File: src/hdl/bezpd_pkg.sv
// Shared types and constants for the Bezier point and derivative evaluator.
// Holds command codes and stream field layout; no dependencies.
`default_nettype none

package bezpd_pkg;

  // Command codes carried in s_axis_tuser
  localparam logic [1:0] CMD_LOAD = 2'd0;
  localparam logic [1:0] CMD_POS  = 2'd1;
  localparam logic [1:0] CMD_VEL  = 2'd2;
  localparam logic [1:0] CMD_ACC  = 2'd3;

  // Stream widths
  localparam int unsigned CMD_W       = 2;
  localparam int unsigned IN_TDATA_W  = 56;
  localparam int unsigned OUT_TDATA_W = 32;

  // Input tdata field layout, lowest bit first
  localparam int unsigned IDX_LSB = 0;
  localparam int unsigned PX_LSB  = 3;
  localparam int unsigned PY_LSB  = 19;
  localparam int unsigned PT_LSB  = 35;
  localparam int unsigned PT_W    = 17;

  typedef logic signed [15:0] coord_t;

endpackage

`default_nettype wire

File: src/hdl/bezier_point_and_derivative_eval.sv
// Bezier point / derivative evaluator top level (de Casteljau, fixed point).
// Depends on bezpd_pkg for command codes and stream layout.
//
// Usage:
//   cfg channel (cfg_valid/cfg_ready/cfg_data) writes curve_degree; always
//   ready. Write it only while no evaluate request is in flight.
//   s_axis carries requests: tuser = command, tdata = point_index, point_x,
//   point_y, param_t. A load request writes one control point slot and gives
//   no result. Position, velocity and acceleration requests each give one
//   result on m_axis: tdata = result_x, result_y, tuser = saturated.
//   An evaluate request runs S steps on one shared multiplier, S being the
//   difference steps (n for velocity, n-1 for acceleration) plus the
//   de Casteljau lerps of the remaining degree m, m*(m+1)/2. Each step
//   issues x then y on consecutive cycles; products are registered for
//   write-back, then the round state fills the output register.
//   s_axis_tready is low from acceptance of an evaluate request until its
//   result sits in the output register.
//   A result waits in the output register while m_axis_tready is low; the
//   next request is taken meanwhile, and its result waits until that slot
//   frees up.
//   Reset (rst, synchronous) sets curve_degree to 3 and drops any result;
//   control point slots are not cleared and must be loaded before use.
`default_nettype none

module bezier_point_and_derivative_eval
  import bezpd_pkg::*;
#(
  parameter int MAX_DEGREE  = 7,
  parameter int T_FRAC_BITS = 16
) (
  input  wire                    clk,
  input  wire                    rst,
  // configuration write: curve_degree
  input  wire                    cfg_valid,
  output logic                   cfg_ready,
  input  wire  [2:0]             cfg_data,
  // requests
  input  wire                    s_axis_tvalid,
  output logic                   s_axis_tready,
  // tdata: point_index[2:0], point_x[18:3], point_y[34:19], param_t[51:35], zero pad
  input  wire  [IN_TDATA_W-1:0]  s_axis_tdata,
  // tuser: command[1:0]
  input  wire  [CMD_W-1:0]       s_axis_tuser,
  // results
  output logic                   m_axis_tvalid,
  input  wire                    m_axis_tready,
  // tdata: result_x[15:0], result_y[31:16]
  output logic [OUT_TDATA_W-1:0] m_axis_tdata,
  // tuser: saturated[0]
  output logic [0:0]             m_axis_tuser
);

  localparam int F   = T_FRAC_BITS;
  localparam int NP  = MAX_DEGREE + 1;            // control point slots
  localparam int QD  = (NP < 3) ? 3 : NP;         // work queue depth
  localparam int IW  = $clog2(QD);
  localparam int CW  = $clog2(MAX_DEGREE + 2);    // holds counts 0..NP
  localparam int AW  = 16 + F;                    // accumulator width
  localparam int MAW = AW + 1;                    // multiplier A operand
  localparam int MBW = F + 2;                     // multiplier B operand (signed)
  localparam int PW  = MAW + MBW;                 // product width
  localparam int TCW = (F + 1 > PT_W) ? F + 2 : PT_W + 1;

  localparam logic [F:0]           T_ONE = {1'b1, {F{1'b0}}};
  localparam logic [AW:0]          HALF  = (AW + 1)'(1) << (F - 1);
  localparam logic signed [PW-1:0] PMAX  = PW'(32767);
  localparam logic signed [PW-1:0] PMIN  = PW'(-32768);

  localparam logic [1:0] S_IDLE  = 2'd0;
  localparam logic [1:0] S_RUN   = 2'd1;
  localparam logic [1:0] S_DRAIN = 2'd2;
  localparam logic [1:0] S_ROUND = 2'd3;

  localparam logic [1:0] PH_LERP  = 2'd0;
  localparam logic [1:0] PH_DIFF1 = 2'd1;
  localparam logic [1:0] PH_DIFF2 = 2'd2;

  // Round half away from zero to s16; top bit flags saturation
  function automatic logic [16:0] round_s16(input logic signed [AW-1:0] v);
    logic [AW:0] mag;
    logic [AW:0] r;
    logic [16:0] res;
    if (!v[AW-1]) begin
      mag = {1'b0, v};
    end else begin
      mag = -{v[AW-1], v};
    end
    r = (mag + HALF) >> F;
    if (!v[AW-1]) begin
      if (r > (AW + 1)'(32767)) res = {1'b1, 16'h7FFF};
      else                      res = {1'b0, r[15:0]};
    end else begin
      if (r > (AW + 1)'(32768)) res = {1'b1, 16'h8000};
      else                      res = {1'b0, 16'(~r[15:0] + 16'd1)};
    end
    return res;
  endfunction

  // Control and payload registers
  logic [1:0]             state;
  logic [2:0]             curve_degree;
  coord_t                 px [NP];
  coord_t                 py [NP];
  logic signed [AW-1:0]   qx [QD];
  logic signed [AW-1:0]   qy [QD];
  logic signed [AW-1:0]   qx_next [QD];
  logic signed [AW-1:0]   qy_next [QD];
  logic [1:0]             phase;
  logic [CW-1:0]          cnt;
  logic [CW-1:0]          pos;
  logic                   issue_ax;
  logic [F:0]             t_r;
  logic [F:0]             kmul;
  logic                   sat_flag;
  logic signed [PW-1:0]   prod_r;
  logic signed [AW-1:0]   base_r;
  logic                   wb_vld;
  logic                   wb_ax;
  logic                   wb_lerp;
  logic [1:0]             wb_shift;
  logic [IW-1:0]          wb_idx;
  coord_t                 out_x;
  coord_t                 out_y;
  logic                   out_sat;
  logic                   out_valid;

  // Request fields
  logic [1:0]  cmd;
  logic [2:0]  in_idx;
  coord_t      in_px;
  coord_t      in_py;
  logic [PT_W-1:0] in_t;
  logic        acc_req;
  logic        load_en;
  logic        eval_en;

  assign cmd    = s_axis_tuser;
  assign in_idx = s_axis_tdata[IDX_LSB +: 3];
  assign in_px  = s_axis_tdata[PX_LSB +: 16];
  assign in_py  = s_axis_tdata[PY_LSB +: 16];
  assign in_t   = s_axis_tdata[PT_LSB +: PT_W];

  assign cfg_ready     = 1'b1;
  assign s_axis_tready = (state == S_IDLE);
  assign acc_req       = s_axis_tvalid && s_axis_tready;
  assign load_en       = acc_req && (cmd == CMD_LOAD);
  assign eval_en       = acc_req && (cmd != CMD_LOAD);

  assign m_axis_tvalid = out_valid;
  assign m_axis_tdata  = {out_y, out_x};
  assign m_axis_tuser  = out_sat;

  // Effective degree, clamped parameter and derivative scale
  logic [3:0]     n4;
  logic [CW-1:0]  n_eff;
  logic [F:0]     t_clamp;
  logic [7:0]     k_acc;
  logic           zero_res;

  always_comb begin
    n4 = ({1'b0, curve_degree} > 4'(MAX_DEGREE)) ? 4'(MAX_DEGREE) : {1'b0, curve_degree};
    n_eff = CW'(n4);
    t_clamp = (TCW'(in_t) > TCW'(T_ONE)) ? T_ONE : (F + 1)'(in_t);
    k_acc = 8'(n4) * (8'(n4) - 8'd1);
    zero_res = ((cmd == CMD_VEL) && (n4 < 4'd1)) || ((cmd == CMD_ACC) && (n4 < 4'd2));
  end

  // Issue side: operand select and step bookkeeping
  logic signed [AW-1:0]  q0, q1, q2;
  logic signed [16:0]    d1;
  logic signed [17:0]    d2;
  logic signed [MAW-1:0] mult_a;
  logic signed [MBW-1:0] mult_b;
  logic signed [PW-1:0]  prod_c;
  logic [CW-1:0]         drop;
  logic                  step_last;
  logic [CW-1:0]         step_shift;
  logic [CW-1:0]         cnt_after;
  logic                  run_done;

  always_comb begin
    q0 = issue_ax ? qy[0] : qx[0];
    q1 = issue_ax ? qy[1] : qx[1];
    q2 = issue_ax ? qy[2] : qx[2];
    d1 = 17'(signed'(q1[AW-1:F])) - 17'(signed'(q0[AW-1:F]));
    d2 = 18'(signed'(q2[AW-1:F])) - (18'(signed'(q1[AW-1:F])) <<< 1)
         + 18'(signed'(q0[AW-1:F]));
    case (phase)
      PH_DIFF1: mult_a = MAW'(d1);
      PH_DIFF2: mult_a = MAW'(d2);
      default:  mult_a = {q1[AW-1], q1} - {q0[AW-1], q0};
    endcase
    mult_b = (phase == PH_LERP) ? signed'({1'b0, t_r}) : signed'({1'b0, kmul});
    drop = (phase == PH_DIFF2) ? CW'(2) : CW'(1);
    step_last = (pos == cnt - CW'(1) - drop);
    step_shift = step_last ? drop + CW'(1) : CW'(1);
    cnt_after = step_last ? cnt - drop : cnt;
    run_done = issue_ax && step_last && (cnt_after == CW'(1));
  end

  // Shared multiplier
  assign prod_c = mult_a * mult_b;

  // Write-back value: lerp sum or saturated difference point
  logic signed [PW-1:0] prod_sh;
  logic signed [AW-1:0] wb_val;
  logic                 wb_sat;

  always_comb begin
    prod_sh = prod_r >>> F;
    wb_sat = 1'b0;
    if (wb_lerp) begin
      wb_val = base_r + AW'(prod_sh);
    end else if (prod_r > PMAX) begin
      wb_val = {16'sh7FFF, {F{1'b0}}};
      wb_sat = 1'b1;
    end else if (prod_r < PMIN) begin
      wb_val = {16'sh8000, {F{1'b0}}};
      wb_sat = 1'b1;
    end else begin
      wb_val = {prod_r[15:0], {F{1'b0}}};
    end
  end

  // Work queues: fill on a new request, pop and append on write-back
  always_comb begin
    for (int j = 0; j < QD; j++) begin
      qx_next[j] = qx[j];
      qy_next[j] = qy[j];
    end
    if (eval_en) begin
      for (int j = 0; j < QD; j++) begin
        if (zero_res || j >= NP) begin
          qx_next[j] = '0;
          qy_next[j] = '0;
        end else begin
          qx_next[j] = {px[j % NP], {F{1'b0}}};
          qy_next[j] = {py[j % NP], {F{1'b0}}};
        end
      end
    end else if (wb_vld) begin
      for (int j = 0; j < QD; j++) begin
        case (wb_shift)
          2'd1: begin
            qx_next[j] = qx[(j + 1) % QD];
            qy_next[j] = qy[(j + 1) % QD];
          end
          2'd2: begin
            qx_next[j] = qx[(j + 2) % QD];
            qy_next[j] = qy[(j + 2) % QD];
          end
          default: begin
            qx_next[j] = qx[(j + 3) % QD];
            qy_next[j] = qy[(j + 3) % QD];
          end
        endcase
        if (wb_ax) begin
          qx_next[j] = qx[j];
        end else begin
          qy_next[j] = qy[j];
        end
        if (IW'(j) == wb_idx) begin
          if (wb_ax) qy_next[j] = wb_val;
          else       qx_next[j] = wb_val;
        end
      end
    end
  end

  // Rounded final values
  logic [16:0] rnd_x;
  logic [16:0] rnd_y;
  logic        out_free;

  assign rnd_x    = round_s16(qx[0]);
  assign rnd_y    = round_s16(qy[0]);
  assign out_free = !out_valid || m_axis_tready;

  // Payload registers
  always_ff @(posedge clk) begin
    for (int j = 0; j < QD; j++) begin
      qx[j] <= qx_next[j];
      qy[j] <= qy_next[j];
    end
    for (int j = 0; j < NP; j++) begin
      if (load_en && (4'(in_idx) == 4'(j))) begin
        px[j] <= in_px;
        py[j] <= in_py;
      end
    end
    if (eval_en) begin
      t_r  <= t_clamp;
      kmul <= (cmd == CMD_ACC) ? (F + 1)'(k_acc) : (F + 1)'(n4);
    end
    if (state == S_RUN) begin
      prod_r   <= prod_c;
      base_r   <= q0;
      wb_ax    <= issue_ax;
      wb_lerp  <= (phase == PH_LERP);
      wb_shift <= 2'(step_shift);
      wb_idx   <= IW'(cnt - step_shift);
    end
    if (state == S_ROUND && out_free) begin
      out_x   <= rnd_x[15:0];
      out_y   <= rnd_y[15:0];
      out_sat <= sat_flag | rnd_x[16] | rnd_y[16];
    end
  end

  // Sequencer and control registers
  always_ff @(posedge clk) begin
    if (rst) begin
      state        <= S_IDLE;
      curve_degree <= 3'd3;
      out_valid    <= 1'b0;
      wb_vld       <= 1'b0;
      issue_ax     <= 1'b0;
      sat_flag     <= 1'b0;
      phase        <= PH_LERP;
      cnt          <= '0;
      pos          <= '0;
    end else begin
      if (cfg_valid && cfg_ready) begin
        curve_degree <= cfg_data;
      end
      wb_vld <= (state == S_RUN);
      // collect difference-point clipping
      if (wb_vld && wb_sat) begin
        sat_flag <= 1'b1;
      end
      // load a finished result, or drop a taken one
      if (state == S_ROUND && out_free) begin
        out_valid <= 1'b1;
      end else if (out_valid && m_axis_tready) begin
        out_valid <= 1'b0;
      end
      unique case (state)
        S_IDLE: begin
          if (eval_en) begin
            sat_flag <= 1'b0;
            issue_ax <= 1'b0;
            pos      <= '0;
            cnt      <= zero_res ? CW'(1) : n_eff + CW'(1);
            case (cmd)
              CMD_VEL: phase <= PH_DIFF1;
              CMD_ACC: phase <= PH_DIFF2;
              default: phase <= PH_LERP;
            endcase
            state <= (zero_res || n4 == 4'd0) ? S_ROUND : S_RUN;
          end
        end
        S_RUN: begin
          issue_ax <= !issue_ax;
          // advance the step after its y half is issued
          if (issue_ax) begin
            cnt   <= cnt_after;
            pos   <= step_last ? '0 : pos + CW'(1);
            phase <= step_last ? PH_LERP : phase;
          end
          if (run_done) begin
            state <= S_DRAIN;
          end
        end
        S_DRAIN: begin
          state <= S_ROUND;
        end
        S_ROUND: begin
          if (out_free) begin
            state <= S_IDLE;
          end
        end
        default: state <= S_IDLE;
      endcase
    end
  end

endmodule

`default_nettype wire

File: config.mk
export PLATFORM = sky130hd
export DESIGN_NAME = bezier_point_and_derivative_eval
export DESIGN_NICKNAME = d
export VERILOG_FILES = /design/src/hdl/bezpd_pkg.sv /design/src/hdl/bezier_point_and_derivative_eval.sv
export SDC_FILE = /design/constraint.sdc
export NUM_CORES = 2
export LEC_CHECK = 0
export ABC_AREA = 1
export BUFFER_PORTS_ARGS = -buffer_cell sky130_fd_sc_hd__buf_2
export CAP_MARGIN = 20
export CORE_UTILIZATION = 45
export DETAILED_ROUTE_END_ITERATION = 12
export GPL_ROUTABILITY_DRIVEN = 0
export PLACE_DENSITY = 0.68
export SLEW_MARGIN = 20
export SYNTH_ARGS = -nofsm -noshare
export SYNTH_HDL_FRONTEND = slang
export SYNTH_SLANG_ARGS = --single-unit
File: constraint.sdc
create_clock -name clk -period 24.3 [get_ports clk]
set_input_delay 3.645 -clock clk [delete_from_list [all_inputs] [get_ports clk]]
set_output_delay 3.645 -clock clk [all_outputs]
set_load 0.005 [all_outputs]
==> After elaboration in Yosys (flattened, before gate mapping) <==
Memory sizes are Yosys's and may differ from the RTL's.
Index checks and enable logic that the tools add are counted.
Widths: inputs -> output; s select.
{ "totals": {"register_bits": 176, "ram_bits": 768, "inputBits": 66, "out_inout_bits": 36, "wordCells": 329, "n_memories": 4} }
{ "classes": {"add_sub_neg": 19, "mul": 2, "order_cmp": 9, "eq_ne": 30, "mux": 190, "bitwise_logic": 4, "n_reduce_logical": 50} }
{ "memory_table": {"columns": ["name", "depth", "width", "rd", "rd_ports_with_merged_regs", "write_ports", "line_no", "source"], "rows": [
  ["qx", 8, 32, 8, 0, 8, "bezier_point_and_derivative_eval.sv:104", "logic signed [AW-1:0] qx [QD];"],
  ["qy", 8, 32, 8, 0, 8, "bezier_point_and_derivative_eval.sv:105", "logic signed [AW-1:0] qy [QD];"],
  ["px", 8, 16, 8, 0, 1, "bezier_point_and_derivative_eval.sv:102", "coord_t px [NP];"],
  ["py", 8, 16, 8, 0, 1, "bezier_point_and_derivative_eval.sv:103", "coord_t py [NP];"]
]} }
{ "op_table": {"columns": ["operator", "count"], "rows": [
  ["$mux 32", 70],
  ["$mux 256", 4],
  ["$pmux 32 s2", 16],
  ["$mux 16", 14],
  ["$reduce_or 16->1", 14],
  ["$mux 17", 7],
  ["$add 33x16->33 const B", 2],
  ["$mux 33", 2],
  ["$neg 33->33", 2],
  ["$pmux 33 s2", 1],
  ["$gt 51x16->1 const B", 1],
  ["$lt 51x16->1 const B", 1],
  ["$mul 33x18->51", 1],
  ["$mux 3", 16],
  ["$mux 1", 39],
  ["$gt 17x15->1 const B", 2],
  ["$gt 17x16->1 const B", 2],
  ["$sub 32x32->33", 1],
  ["$add 16x1->16 const B", 2],
  ["$add 32x32->32", 1],
  ["$not 16->16", 2],
  ["$mux 4", 7],
  ["$add 18x16->18", 1],
  ["$logic_and 1x1->1", 18],
  ["40 further kinds", 78]
]} }

==> Logic depth before layout (Yosys ltp) <==
{ "depth": {"depth_word": 14, "depth_mapped": 48, "mapped_depth_nobuf": 45} }

==> Worst setup path after synthesis <==
OpenSTA, ideal clock, no wires.
{ "synth_timing": {"path_type": "input port to flip-flop", "start": "in s_axis_tvalid", "end": "mem qx[0][112] (netlist name), enable pin", "setup_time_ns": 0.632, "arrival_ns": 9.789, "required_time_ns": 23.668, "slack_ns": 13.880, "cell_stages": 5, "n_path_buf": 1, "cell_sequence": "nand2_1 -> nor2_1 -> clkinv_1 -> clkbuf_1 -> nand2_1"} }
{ "synth_rtl": {"columns": ["item", "line_no", "source"], "rows": [
  ["from (decl)", "bezier_point_and_derivative_eval.sv:38", "input wire s_axis_tvalid,"],
  ["to (decl)", "bezier_point_and_derivative_eval.sv:104", null]
]} }

==> Worst setup path after layout <==
{ "layout_timing": {"start": "reg issue_ax", "end": "reg prod_r[48] (data pin)"} }
{ "layout_via": {"word_cells_on_any_way": 9, "cone_classes": "add/sub: 4; mul: 1; mux: 4"} }
{ "layout_rtl": {"columns": ["item", "line_no", "source"], "rows": [
  ["from (decl)", "bezier_point_and_derivative_eval.sv:111", "logic issue_ax;"],
  ["from (signal assigned)", "bezier_point_and_derivative_eval.sv:353", "issue_ax <= !issue_ax;"],
  ["$mux 32 (*)", "bezier_point_and_derivative_eval.sv:182", "q0 = issue_ax ? qy[0] : qx[0];"],
  ["named net q0[31]", "bezier_point_and_derivative_eval.sv:169", "logic signed [AW-1:0] q0, q1, q2;"],
  ["$sub 32x32->33, or another cell as far along", "bezier_point_and_derivative_eval.sv:191", "default: mult_a = {q1[AW-1], q1} - {q0[AW-1], q0};"],
  ["$pmux 33 s2 (*)", "bezier_point_and_derivative_eval.sv:188", "case (phase)"],
  ["$mul 33x18->51 (*)", "bezier_point_and_derivative_eval.sv:202", "assign prod_c = mult_a * mult_b;"],
  ["named net prod_c[48]", "bezier_point_and_derivative_eval.sv:174", "logic signed [PW-1:0] prod_c;"],
  ["to (signal assigned)", "bezier_point_and_derivative_eval.sv:296", "prod_r <= prod_c;"],
  ["to (decl)", "bezier_point_and_derivative_eval.sv:115", "logic signed [PW-1:0] prod_r;"]
]} }
The timed path passes the listed nets; every way through them passes the cells marked *.
A chain may end at the register's enable or synchronous reset.

==> run metrics <==
Detailed Route Iter0 Violations=12200; Net count, final=10800; placed insts=12200; r2r setup slk=12.33 ns; via count=77100; #FFs+latches synth=935; Max Freq=83.5 MHz; Synth Area in Compound Gates=0.214; hold buffers post-CTS=0; status=complete, but fails checks; top_reg_cell synth=edfxtp_1; FF-to-FF End=prod_r[48]; TritonRoute pass-1 iters=13; hold path cells=2; max-cap viol count=0; Avg WL per Cell=23.4 µm; Routed WL=289 mm; post-route insts no fill=12400; syn_area_per_cell=7.81 µm²; pin count of the biggest net entering global routing=229; final instance area=0.0856 mm²; antenna violations before repair=10; Initial Utilization=0.453; Cells after Synth=10200; Crit. End Element=flop; core area=0.176 mm²; CP Depth=38; clock slew at reported path FFs=0.06 ns; Slew Limit Fails=0; cells on worst reg2reg path=38; Congestion Overflow GR=0; unrepaired setup endpoints after global routing=false; DP Area=0.0821 mm²; largest family of logic cells by synthesized area=compound AO/OA/AOI/OAI gates; maximum buffer depth of the clock tree=3; Fin Setup TNS=0 ns; post-DP HPWL=194 mm; CP Max Fanout=68; Critical Path RT=24.81 ns; I/O pin total=102; clk_lat worst skew=0.79 ns; Critical Path Most Common Cell=inv_1; remaining antenna violation count=0; Synth warnings=0; first-pass GRT wire length=434 mm; worst clock skew=0.0609 ns; Final Setup Violations=0; Root Buffer=clkbuf_16; share of post-route cells with drive strength above 1=0.0557; post-route clock period utilization=0.493; post-synthesis adder-cell area fraction=0.178; WHS Endpoint=qx[1][57]; Critical Path Start Type=flop; Tot GR Track Use=0.313; Net Count, Synth=11100; max_slew headroom=0.144; Simple-Gate Fraction of Synth Area=0.174; CTS sink count=935; post-synthesis mux area share=0.000125; Final Hold Fails=0; Vias/cell=6.23; number of global-route vias before repair=72300; Post-synth EDFFs=660; Synth Area in XOR/XNOR=0.0107; failing checks=design-rule violations; Setup Crit Path Kind=reg2reg; FFs w/ async S/R, synth=0; Worst Path Buf+Inv=12; CP top delay family=adder cells; Worst-Margin Slew=1.28 ns; FILL cells=16800; post-cts resize count=0; die height=423 µm; Num CTS Buffers=108; num rows=154; Worst Path Arrival=12.48 ns; Syn-to-layout area delta=7.17%; Crit-path slowest cell=fa_1; Post-CTS Setup Bufs=0; TritonCTS clock tree=done; drt drc=48; Synth Cell Area=0.0799 mm²; I/O Buffers=96; Final min period=11.97 ns; Seq/Total Area, Yosys=0.317; CP startpoint=issue_ax; htree depth=3; Reg2Reg Launch Point=issue_ax; worst hold slack=0.497 ns; die width=423 µm; die area=0.179 mm²; worst hold start=px[1][25]; Hold WC Path Type=reg2reg; commonest non-fill, non-tap cell in the layout=nand2_1; CP max stage delay=0.98 ns; most frequent cells in the layout=nand2_1 (2062), inv_1 (1541), a21oi_1 (838); Cell variety after synth=69
==> worst min-delay path, stage by stage (launching register included) <==
cell      delay [ns]
edfxtp_1        0.32
nand2_1         0.05
nand2_1         0.05
==> state kept, by name, indices dropped and copies added (netlist names), 16 cells and up <==
name	cells
base_r	32
out_x	16
out_y	16
prod_r	51
px	128
py	128
qx	256
qy	256
t_r	17
==> synthesized netlist by cell type, types with 25 or more instances <==
cell | number | share of area
a211oi_1 | 89 | 0.0084
a21oi_1 | 838 | 0.052
a221oi_1 | 355 | 0.039
a31oi_1 | 137 | 0.011
a32o_1 | 46 | 0.0058
buf_1 | 38 | 0.0018
clkbuf_1 | 573 | 0.027
clkinv_1 | 28 | 0.0013
dfxtp_1 | 275 | 0.069
edfxtp_1 | 660 | 0.25
fa_1 | 560 | 0.14
ha_1 | 243 | 0.038
inv_1 | 1545 | 0.073
nand2_1 | 2064 | 0.097
nand2_2 | 37 | 0.0029
nand3_1 | 436 | 0.027
nand4_1 | 41 | 0.0032
nor2_1 | 634 | 0.030
nor3_1 | 42 | 0.0026
o211ai_1 | 47 | 0.0044
o21ai_0 | 774 | 0.048
o21ai_1 | 28 | 0.0018
o221ai_1 | 100 | 0.011
o22ai_1 | 313 | 0.025
or2_2 | 25 | 0.0020
xnor2_1 | 33 | 0.0036
xor2_1 | 65 | 0.0071
==> final cells by class <==
cell class | instances | area (µm²) | area share
clock buffer | 142 | 2910 | 0.0340
sequential | 935 | 25300 | 0.296
multi-input combinational | 7069 | 46300 | 0.541
clock inverter | 54 | 527 | 0.00615
antenna | 9 | 22.5 | 0.000263
tap | 2340 | 2930 | 0.0342
timing repair buffer | 233 | 1590 | 0.0186
inverter | 1588 | 6000 | 0.0701
==> worst max-delay path by stage <==
stage / endpoint / slack, ns
after detailed placement: prod_r[48] / 12.53
after CTS: prod_r[48] / 12.49
after global routing: prod_r[48] / 11.75
final: prod_r[48] / 12.33
after floorplan: qx[0][112] / 13.88
after global placement: prod_r[48] / 12.79
==> kinds of logic (layout without fill, tap and decap cells) <==
kind of cell             Yosys count  count (layout)
other                              1              10
AND/OR/NAND/NOR                 3363            3363
flip-flops                       935             935
buffers and inverters           2231            2017
adder cells (fa/ha/maj)          803             803
AO/OA/AOI/OAI                   2803            2803
multiplexers                       1               1
XOR/XNOR                          98              98
==> metrics by stage <==
| step | utilization | worst slack, ns |
|---|---|---|
| after floorplan | - | 13.88 |
| after global placement | 0.465 | 12.79 |
| after detailed placement | 0.466 | 12.53 |
| after CTS | 0.485 | 12.49 |
| after global routing | 0.486 | 11.75 |
| final | 0.486 | 12.33 |
==> layer usage <==
metal / wire (µm) / GRT usage / part of all wire / vias up
li1: - / - / - / 34200
met2: 120000 / 0.451 / 0.41 / 5448
met1: 110000 / 0.422 / 0.38 / 36500
met3: 42300 / 0.0923 / 0.15 / 1013
met4: 16700 / 0.160 / 0.058 / 2
met5: 56 / 0 / 0.00019 / -
Power is not shown: default switching activity piles up to over one toggle a cycle in this logic, so the estimate is an artifact.
